==> config.mk <==
export PLATFORM = sky130hd
export DESIGN_NAME = rc_receiver_frame_decoder_core
export DESIGN_NICKNAME = d
export VERILOG_FILES = /design/src/hdl/rcfd_pkg.sv /design/src/hdl/rc_receiver_frame_decoder_core.sv
export SDC_FILE = /design/constraint.sdc
export NUM_CORES = 2
export LEC_CHECK = 0
export ABC_CLOCK_PERIOD_IN_PS = 34100
export BUFFER_PORTS_ARGS = -buffer_cell sky130_fd_sc_hd__buf_2
export CAP_MARGIN = 0
export CELL_PAD_IN_SITES_DETAIL_PLACEMENT = 2
export CELL_PAD_IN_SITES_GLOBAL_PLACEMENT = 2
export CORE_MARGIN = 4
export CORE_UTILIZATION = 34
export DETAILED_ROUTE_END_ITERATION = 10
export HOLD_SLACK_MARGIN = 0.08
export PLACE_DENSITY_LB_ADDON = 0.1
export SYNTH_ARGS = -nofsm -noshare
export SYNTH_HDL_FRONTEND = slang
export SYNTH_SLANG_ARGS = --single-unit
==> constraint.sdc <==
create_clock -name clk -period 34.1 [get_ports clk]
set_clock_uncertainty 0.15 [all_clocks]
set_input_delay 3.41 -clock clk [delete_from_list [all_inputs] [get_ports clk]]
set_output_delay 3.41 -clock clk [all_outputs]
set_load 0.005 [all_outputs]
==> src/hdl/rcfd_pkg.sv <==
package rcfd_pkg;

  localparam int DBUS_LEN    = 18;
  localparam int SBUS_LEN    = 25;
  localparam int RX_BUF      = 36;
  localparam int STORE_DEPTH = 25;

  localparam int IDX_W   = $clog2(STORE_DEPTH);
  localparam int CNT_W   = $clog2(RX_BUF + 1);
  localparam int AGE_W   = 17;
  localparam int CH_W    = 11;
  localparam int STICK_W = 12;
  localparam int CFG_ADDR_W = 3;
  localparam int CFG_DATA_W = 16;

  localparam logic [AGE_W-1:0] AGE_MAX = '1;

  localparam logic [10:0] OFFSET_RST    = 11'd1024;
  localparam logic [9:0]  DEADBAND_RST  = 10'd10;
  localparam logic [9:0]  THRESHOLD_RST = 10'd300;
  localparam logic [15:0] TIMEOUT_RST   = 16'd100;
  localparam logic [7:0]  HEADER_RST    = 8'd15;

  localparam logic signed [STICK_W-1:0] SBUS_INV_CENTER = 12'sd1023;

  typedef enum logic [1:0] {
    CMD_BYTE = 2'd0,
    CMD_IDLE = 2'd1,
    CMD_TICK = 2'd2
  } cmd_e;

  typedef enum logic [1:0] {
    SRC_DBUS    = 2'd0,
    SRC_SBUS    = 2'd1,
    SRC_TIMEOUT = 2'd2
  } src_e;

  typedef enum logic [CFG_ADDR_W-1:0] {
    REG_OFFSET    = 3'd0,
    REG_DEADBAND  = 3'd1,
    REG_THRESHOLD = 3'd2,
    REG_TIMEOUT   = 3'd3,
    REG_HEADER    = 3'd4
  } reg_e;

  localparam logic [1:0] SW_UP   = 2'd1;
  localparam logic [1:0] SW_DOWN = 2'd2;
  localparam logic [1:0] SW_MID  = 2'd3;

  localparam logic [7:0] SBUS_SW_SAFE = 8'hAA;
  localparam logic [3:0] DBUS_SW_SAFE = 4'hA;

  // last field in the lowest bits
  typedef struct packed {
    logic [15:0]                key_bits;
    logic [15:0]                mouse_buttons;
    logic [47:0]                mouse_xyz;
    logic signed [15:0]         wheel;
    logic [3:0]                 dbus_switches;
    logic [7:0]                 sbus_switches;
    logic signed [STICK_W-1:0]  stick_3;
    logic signed [STICK_W-1:0]  stick_2;
    logic signed [STICK_W-1:0]  stick_1;
    logic signed [STICK_W-1:0]  stick_0;
  } rec_t;

  typedef struct packed {
    src_e source;
    rec_t rec;
  } res_t;

  localparam int REC_W     = $bits(rec_t);
  localparam int TDATA_W   = ((REC_W + 7) / 8) * 8;
  localparam int TDATA_PAD = TDATA_W - REC_W;

  function automatic logic signed [STICK_W-1:0] centered(input logic [CH_W-1:0] raw,
                                                         input logic [10:0] offset);
    return $signed({1'b0, raw}) - $signed({1'b0, offset});
  endfunction

  function automatic logic signed [STICK_W-1:0] inverted(input logic [CH_W-1:0] raw);
    return SBUS_INV_CENTER - $signed({1'b0, raw});
  endfunction

  function automatic logic signed [STICK_W-1:0] dead(input logic signed [STICK_W-1:0] v,
                                                     input logic [9:0] band);
    logic signed [STICK_W-1:0] d;
    d = $signed({2'b00, band});
    return (v <= d && v >= -d) ? '0 : v;
  endfunction

  function automatic logic [1:0] two_pos(input logic signed [STICK_W-1:0] v);
    return (v > 0) ? SW_DOWN : SW_UP;
  endfunction

  function automatic logic [1:0] three_pos(input logic signed [STICK_W-1:0] v,
                                           input logic [9:0] thr);
    logic signed [STICK_W-1:0] t;
    t = $signed({2'b00, thr});
    if (v > t) return SW_DOWN;
    if (v < -t) return SW_UP;
    return SW_MID;
  endfunction

endpackage

==> src/hdl/rc_receiver_frame_decoder_core.sv <==
// rc receiver frame decoder
//
// s_axis carries one item per uart event: tuser is the command (received
// byte, idle line that ends a frame, millisecond tick), tdata the byte.
// an idle line after 18 bytes decodes a dbus frame, after 25 bytes with a
// matching header an sbus frame; other frames are dropped silently.
// a tick that finds the frame age above timeout_ms emits safe values.
// m_axis carries the whole held record, tuser says which source made it.
//
// a new item can be taken each cycle while s_axis_tready is high.
// a result goes to the output register, or to the skid entry while m_axis
// stalls; the decode is a single pass of subtract and compare per channel.
// a one-entry skid buffer behind the output register lets the input keep
// flowing while a result waits; s_axis_tready drops only when both hold a
// result, and rises again as soon as m_axis takes one.
// cfg_we writes register cfg_addr with cfg_wdata at once.
// reset clears the byte count, frame age and held record and loads the
// register defaults; frame byte storage is not cleared.
module rc_receiver_frame_decoder_core (
  input  logic                                clk,
  input  logic                                rst,
  input  logic                                s_axis_tvalid,
  output logic                                s_axis_tready,
  input  logic [7:0]                          s_axis_tdata,   // rx_byte
  input  logic [1:0]                          s_axis_tuser,   // cmd
  output logic                                m_axis_tvalid,
  input  logic                                m_axis_tready,
  // stick_0, stick_1, stick_2, stick_3, sbus_switches, dbus_switches, wheel,
  // mouse_xyz, mouse_buttons, key_bits, zero fill
  output logic [rcfd_pkg::TDATA_W-1:0]        m_axis_tdata,
  output logic [1:0]                          m_axis_tuser,   // source
  input  logic                                cfg_we,
  input  logic [rcfd_pkg::CFG_ADDR_W-1:0]     cfg_addr,
  input  logic [rcfd_pkg::CFG_DATA_W-1:0]     cfg_wdata
);

  logic [10:0] channel_offset;
  logic [9:0]  stick_deadband;
  logic [9:0]  switch_threshold;
  logic [15:0] timeout_ms;
  logic [7:0]  sbus_header_byte;

  logic [7:0]                    frame_bytes [rcfd_pkg::STORE_DEPTH];
  logic [rcfd_pkg::CNT_W-1:0]    byte_count;
  logic [rcfd_pkg::AGE_W-1:0]    ms_since_frame;
  rcfd_pkg::rec_t                held;

  logic [8*rcfd_pkg::STORE_DEPTH-1:0] fbv;
  logic                          acc;
  logic                          res_fire;
  rcfd_pkg::res_t                res_next;
  logic [rcfd_pkg::AGE_W-1:0]    age_inc;

  logic                          out_valid;
  rcfd_pkg::res_t                out_res;
  logic                          skid_valid;
  rcfd_pkg::res_t                skid_res;
  logic                          out_free;

  assign s_axis_tready = !skid_valid;
  assign acc           = s_axis_tvalid && s_axis_tready;
  assign out_free      = !out_valid || m_axis_tready;

  assign m_axis_tvalid = out_valid;
  assign m_axis_tuser  = out_res.source;
  assign m_axis_tdata  = {{rcfd_pkg::TDATA_PAD{1'b0}}, out_res.rec};

  // configuration
  always_ff @(posedge clk) begin
    if (rst) begin
      channel_offset   <= rcfd_pkg::OFFSET_RST;
      stick_deadband   <= rcfd_pkg::DEADBAND_RST;
      switch_threshold <= rcfd_pkg::THRESHOLD_RST;
      timeout_ms       <= rcfd_pkg::TIMEOUT_RST;
      sbus_header_byte <= rcfd_pkg::HEADER_RST;
    end else if (cfg_we) begin
      case (cfg_addr)
        rcfd_pkg::REG_OFFSET:    channel_offset   <= cfg_wdata[10:0];
        rcfd_pkg::REG_DEADBAND:  stick_deadband   <= cfg_wdata[9:0];
        rcfd_pkg::REG_THRESHOLD: switch_threshold <= cfg_wdata[9:0];
        rcfd_pkg::REG_TIMEOUT:   timeout_ms       <= cfg_wdata[15:0];
        rcfd_pkg::REG_HEADER:    sbus_header_byte <= cfg_wdata[7:0];
        default: ;
      endcase
    end
  end

  always_comb begin
    for (int i = 0; i < rcfd_pkg::STORE_DEPTH; i++) begin
      fbv[8*i +: 8] = frame_bytes[i];
    end
  end

  assign age_inc = (ms_since_frame == rcfd_pkg::AGE_MAX) ? ms_since_frame
                                                         : ms_since_frame + 1'b1;

  // decode: channels sit 11 bits apart, dbus from bit 0, sbus from bit 8
  always_comb begin
    res_fire        = 1'b0;
    res_next.source = rcfd_pkg::SRC_DBUS;
    res_next.rec    = held;
    if (acc) begin
      case (s_axis_tuser)
        rcfd_pkg::CMD_IDLE: begin
          if (byte_count == rcfd_pkg::CNT_W'(rcfd_pkg::DBUS_LEN)) begin
            res_fire = 1'b1;
            res_next.source = rcfd_pkg::SRC_DBUS;
            res_next.rec.stick_0 = rcfd_pkg::dead(
              rcfd_pkg::centered(fbv[0 +: 11], channel_offset), stick_deadband);
            res_next.rec.stick_1 = rcfd_pkg::dead(
              rcfd_pkg::centered(fbv[11 +: 11], channel_offset), stick_deadband);
            res_next.rec.stick_2 = rcfd_pkg::dead(
              rcfd_pkg::centered(fbv[22 +: 11], channel_offset), stick_deadband);
            res_next.rec.stick_3 = rcfd_pkg::dead(
              rcfd_pkg::centered(fbv[33 +: 11], channel_offset), stick_deadband);
            res_next.rec.dbus_switches = fbv[44 +: 4];
            res_next.rec.mouse_xyz     = fbv[48 +: 48];
            res_next.rec.mouse_buttons = fbv[96 +: 16];
            res_next.rec.key_bits      = fbv[112 +: 16];
            res_next.rec.wheel = $signed(fbv[128 +: 16] - {5'b0, channel_offset});
          end else if (byte_count == rcfd_pkg::CNT_W'(rcfd_pkg::SBUS_LEN)
                       && frame_bytes[0] == sbus_header_byte) begin
            res_fire = 1'b1;
            res_next.source = rcfd_pkg::SRC_SBUS;
            res_next.rec.stick_0 = rcfd_pkg::dead(
              rcfd_pkg::centered(fbv[8 +: 11], channel_offset), stick_deadband);
            // vertical sticks are mirrored about a fixed center
            res_next.rec.stick_1 = rcfd_pkg::dead(
              rcfd_pkg::inverted(fbv[19 +: 11]), stick_deadband);
            res_next.rec.stick_3 = rcfd_pkg::dead(
              rcfd_pkg::inverted(fbv[30 +: 11]), stick_deadband);
            res_next.rec.stick_2 = rcfd_pkg::dead(
              rcfd_pkg::centered(fbv[41 +: 11], channel_offset), stick_deadband);
            res_next.rec.sbus_switches = {
              rcfd_pkg::two_pos(rcfd_pkg::centered(fbv[85 +: 11], channel_offset)),
              rcfd_pkg::three_pos(rcfd_pkg::centered(fbv[74 +: 11], channel_offset),
                                  switch_threshold),
              rcfd_pkg::three_pos(rcfd_pkg::centered(fbv[63 +: 11], channel_offset),
                                  switch_threshold),
              rcfd_pkg::two_pos(rcfd_pkg::centered(fbv[52 +: 11], channel_offset))};
            res_next.rec.mouse_xyz     = '0;
            res_next.rec.mouse_buttons = '0;
            res_next.rec.key_bits      = '0;
          end
        end
        rcfd_pkg::CMD_TICK: begin
          if (age_inc > {1'b0, timeout_ms}) begin
            res_fire = 1'b1;
            res_next.source = rcfd_pkg::SRC_TIMEOUT;
            res_next.rec = '0;
            res_next.rec.sbus_switches = rcfd_pkg::SBUS_SW_SAFE;
            res_next.rec.dbus_switches = rcfd_pkg::DBUS_SW_SAFE;
          end
        end
        default: ;
      endcase
    end
  end

  // frame byte store, no reset
  always_ff @(posedge clk) begin
    if (acc && s_axis_tuser == rcfd_pkg::CMD_BYTE
        && byte_count < rcfd_pkg::CNT_W'(rcfd_pkg::STORE_DEPTH)) begin
      frame_bytes[byte_count[rcfd_pkg::IDX_W-1:0]] <= s_axis_tdata;
    end
  end

  always_ff @(posedge clk) begin
    if (rst) begin
      byte_count     <= '0;
      ms_since_frame <= '0;
      held           <= '0;
    end else begin
      if (acc) begin
        case (s_axis_tuser)
          rcfd_pkg::CMD_BYTE: begin
            if (byte_count < rcfd_pkg::CNT_W'(rcfd_pkg::RX_BUF)) begin
              byte_count <= byte_count + 1'b1;
            end
          end
          rcfd_pkg::CMD_IDLE: begin
            byte_count <= '0;
            if (res_fire) begin
              ms_since_frame <= '0;
            end
          end
          rcfd_pkg::CMD_TICK: ms_since_frame <= age_inc;
          default: ;
        endcase
      end
      if (res_fire) begin
        held <= res_next.rec;
      end
    end
  end

  // output register with skid entry
  always_ff @(posedge clk) begin
    if (rst) begin
      out_valid  <= 1'b0;
      skid_valid <= 1'b0;
    end else if (out_free) begin
      if (skid_valid) begin
        out_valid  <= 1'b1;
        skid_valid <= 1'b0;
      end else begin
        out_valid <= res_fire;
      end
    end else if (res_fire) begin
      skid_valid <= 1'b1;
    end
  end

  always_ff @(posedge clk) begin
    if (out_free) begin
      if (skid_valid) begin
        out_res <= skid_res;
      end else if (res_fire) begin
        out_res <= res_next;
      end
    end else if (res_fire) begin
      skid_res <= res_next;
    end
  end

  a_skid_behind_out: assert property (@(posedge clk) disable iff (rst)
    skid_valid |-> out_valid)
    else $error("skid entry held while output register empty");

  a_count_bound: assert property (@(posedge clk) disable iff (rst)
    byte_count <= rcfd_pkg::CNT_W'(rcfd_pkg::RX_BUF))
    else $error("byte count beyond buffer size");

  a_idle_clears_count: assert property (@(posedge clk) disable iff (rst)
    acc && s_axis_tuser == rcfd_pkg::CMD_IDLE |=> byte_count == '0)
    else $error("idle line did not clear byte count");

  a_frame_resets_age: assert property (@(posedge clk) disable iff (rst)
    acc && s_axis_tuser == rcfd_pkg::CMD_IDLE
    && byte_count == rcfd_pkg::CNT_W'(rcfd_pkg::DBUS_LEN) |=> ms_since_frame == '0)
    else $error("decoded frame did not reset frame age");

  a_timeout_safe: assert property (@(posedge clk) disable iff (rst)
    out_valid && out_res.source == rcfd_pkg::SRC_TIMEOUT |->
      out_res.rec.stick_0 == '0 && out_res.rec.stick_3 == '0
      && out_res.rec.sbus_switches == rcfd_pkg::SBUS_SW_SAFE
      && out_res.rec.dbus_switches == rcfd_pkg::DBUS_SW_SAFE)
    else $error("timeout result without safe values");

endmodule

==> flow_metrics.tcl <==
set metrics [dict create \
    status "finished clean" \
    leakagePower_nw 16.21 \
    grt_setup_unrepaired "false" \
    drc 0 \
    yosysWarnings 0 \
    num_io_pins 198 \
    rrSetupSlack_ns 26.39 \
    wl_met3_um 7384 \
    final_area_sq_um 44030 \
    antenna_found_initial 8 \
    worstMarginPinSlew_ns 1.273 \
    r2r_start "ms_since_frame[0]" \
    nets 4263 \
    drtAntennaViolNets 0 \
    fin_util_pct 39.56 \
    start_util_pct 34.47 \
    maxCapViolations 0 \
    grt_max_degree 71 \
    core_sq_um 111300 \
    powerDensity_nw_per_um2 44.54 \
    clk_pin_slew_ns 0.06 \
    crit_chain "ha_1, and4_1, nand3_1, nand4_1, or4_1, nor2_1, xor2_1, ha_1, nand3_1, nor3_1, a21oi_1, a21boi_1, o31ai_4, a21oi_4, buf_4, nor2_1, nor2b_4, buf_4, buf_4" \
    cts_tree "done" \
    finalHoldViolCount 0 \
    drtIter0Drc 2299 \
    fmax_mhz 129.8 \
    synthTopCellsByCount "nand2_1 (544), edfxtp_1 (460), ha_1 (358)" \
    slew_viol_final 0 \
    grt_usage_pct 24.74 \
    syn_to_final_growth_pct 14.79 \
    synth_ff_type "edfxtp_1" \
    root_buffer "clkbuf_16" \
    arrival_ns 7.87 \
    drive_above_1_share_pct 13.99 \
    seq_area_frac_synth_pct 48.33 \
    hold_start "held[36]" \
    setup_viol 0 \
    die_y_um 343.9 \
    highest_layer "met4" \
    yosys.area.top_type_share_pct 36.02 \
    maxSlewHeadroom_pct 15.15 \
    rows 122 \
    dpl_worst_slack_ns 25.86 \
    intPower_mw 1.486 \
    ir_drop_mv 0.03317 \
    post_cts_buffers 0 \
    route.vias.total 30670 \
    synthCells 3667 \
    finalCriticalPeriod_ns 7.707 \
    drt-total-wl_um 149000 \
    fin_setup_tns_ns 0 \
    cts_buffer_depth 3 \
    wirelength_met1_um 71030 \
    worstPathMaxFanout 55 \
    grt_first_pass_wirelength_um 217600 \
    fill_cells 11780 \
    ys_types 103 \
    h-tree-depth 3 \
    slowest_delay_ns 0.80 \
    rr_worst_depth 19 \
    die-area_sq_um 118200 \
    timing.rr.end "m_axis_tdata[100]" \
    netlist_area_sq_um 38350 \
    hold_path_class "reg -> reg" \
    first_pass_iters 7 \
    clock_latency_ns 0.69 \
    die_x_um 343.9 \
    synth-edff-count 460 \
    wire_per_inst_um 27.49 \
    end_kind "register" \
    power_frac_seq_pct 45.7 \
    clock_sinks 696 \
    met2WireLength_um 66920 \
    critPathSlowestCell "nor2b_4" \
    via_per_inst 5.657 \
    p_switching_mw 0.4755 \
    combPwrFrac_pct 6.0 \
    p_total_mw 1.961 \
    dp_hpwl_um 102300 \
    cts_buffers 84 \
    synth_area_leaders "edfxtp_1 (36%), dfxtp_1 (12%), ha_1 (12%)" \
    multiInputGateArea_sq_um 18740 \
    netlist.top_cell.by_area "edfxtp_1" \
    critPathKind "reg -> reg" \
    synth-seq-cells 696 \
    io_buffers 193 \
    swShare_pct 24.25 \
    cp_data_required_time_ns 34.26 \
    p_clk_share_pct 48.3 \
    period_share_pct 22.60 \
    grt_pass1_vias 32390 \
    gp_congestion 0.8368 \
    cp-endpoint "m_axis_tdata[100]" \
    seq_area_sq_um 18540 \
    syn_avg_cell_area_sq_um 10.46 \
    setup_ws_ns 26.39 \
    cp-startpoint "ms_since_frame[0]" \
    path_common_cell "buf_4" \
    place_area_sq_um 41120 \
    worstSetupStartpointType "register" \
    synthArstFlopShare_pct 0 \
    grt_overflow 0 \
    cts_hold_buf 0 \
    synth_most_common_cell "nand2_1" \
    cts-resized-gates 0 \
]
## power groups by stage
stage               logic, mW  clock network, mW  registers [mW]
floorplan              0.0673                  0           0.913
global placement        0.115                  0           0.914
detailed placement      0.117                  0           0.914
CTS                     0.118              0.969           0.896
global route            0.129               1.00           0.896
finish                  0.118              0.947           0.896
## worst min path at each step
stage,end,cells after the start
after floorplan,held[36],2
after global placement,held[40],2
after detailed placement,held[36],2
after CTS,held[36],2
after global routing,channel_offset[2],2
final,held[36],2
## critical path, delay by kind of cell (launching register included)
family	cells	cell delay, ns
xor gates and xnor gates	1	0.13
adders and majority gates	2	0.61
DFF	1	0.36
AOI/OAI and AO/OA	4	1.11
buffers and inverters	3	1.84
and+or+nand+nor	9	3.02
## final cells by class
cell class	count	area share (%)
multi-input combinational	2671	42.56
sequential	696	42.11
clock buffer	120	5.377
tap	1488	4.229
timing repair buffer	247	3.129
inverter	160	1.375
clock inverter	38	1.213
antenna	2	0.01137
## registers in the layout, summed over array words and instances (netlist names), 2 cells and up
name,count
skid_res,158
held,156
m_axis_tdata,156
frame_bytes,144
ms_since_frame,17
timeout_ms,16
channel_offset,11
stick_deadband,10
switch_threshold,10
sbus_header_byte,8
byte_count,6
m_axis_tuser,2
## routing by layer
| layer | global-route usage, % | up-vias |
|---|---|---|
| met3 | 3.280 | 172 |
| met4 | 6.424 | 0 |
| li1 | - | 14020 |
| met5 | 0 | - |
| met2 | 39.49 | 664 |
| met1 | 35.45 | 15820 |
## stage by stage
step,hold slack (ns),std cells
2_1_floorplan,0.2727,3670
5_1_grt,0.3265,5420
6_report,0.2979,5422
4_1_cts,0.3011,5420
3_3_place_gp,0.2842,5262
3_5_place_dp,0.2920,5262
## cell usage in the layout, fill, tap and decap left out, drive strengths merged, types with 18 or more instances in the layout
cell / count
a211oi: 30
a21o: 46
a21oi: 263
a22o: 97
a22oi: 20
a31oi: 29
and3: 18
buf: 247
clkbuf: 120
clkinv: 26
dfxtp: 236
edfxtp: 460
ha: 358
inv: 160
mux2: 117
nand2: 545
nand2b: 31
nand3: 56
nand4: 40
nor2: 209
nor2b: 47
nor3: 50
o211ai: 35
o21a: 60
o21ai: 181
o221ai: 54
o31ai: 25
xnor2: 64
xor2: 45
## logic make-up (layout without fill, tap and decap cells)
logic type | count (synthesis) | after routing | synth area share (%)
mux | 133 | 133 | 3.863
compound gates | 967 | 967 | 17.16
xor+xnor | 109 | 109 | 2.489
buf+inv | 303 | 565 | 3.099
flops | 696 | 696 | 48.33
fa+ha+maj | 369 | 369 | 12.25
simple gates | 1089 | 1089 | 12.79
other cells | 1 | 6 | 0.009778
Power figures use the tool's default switching activity.
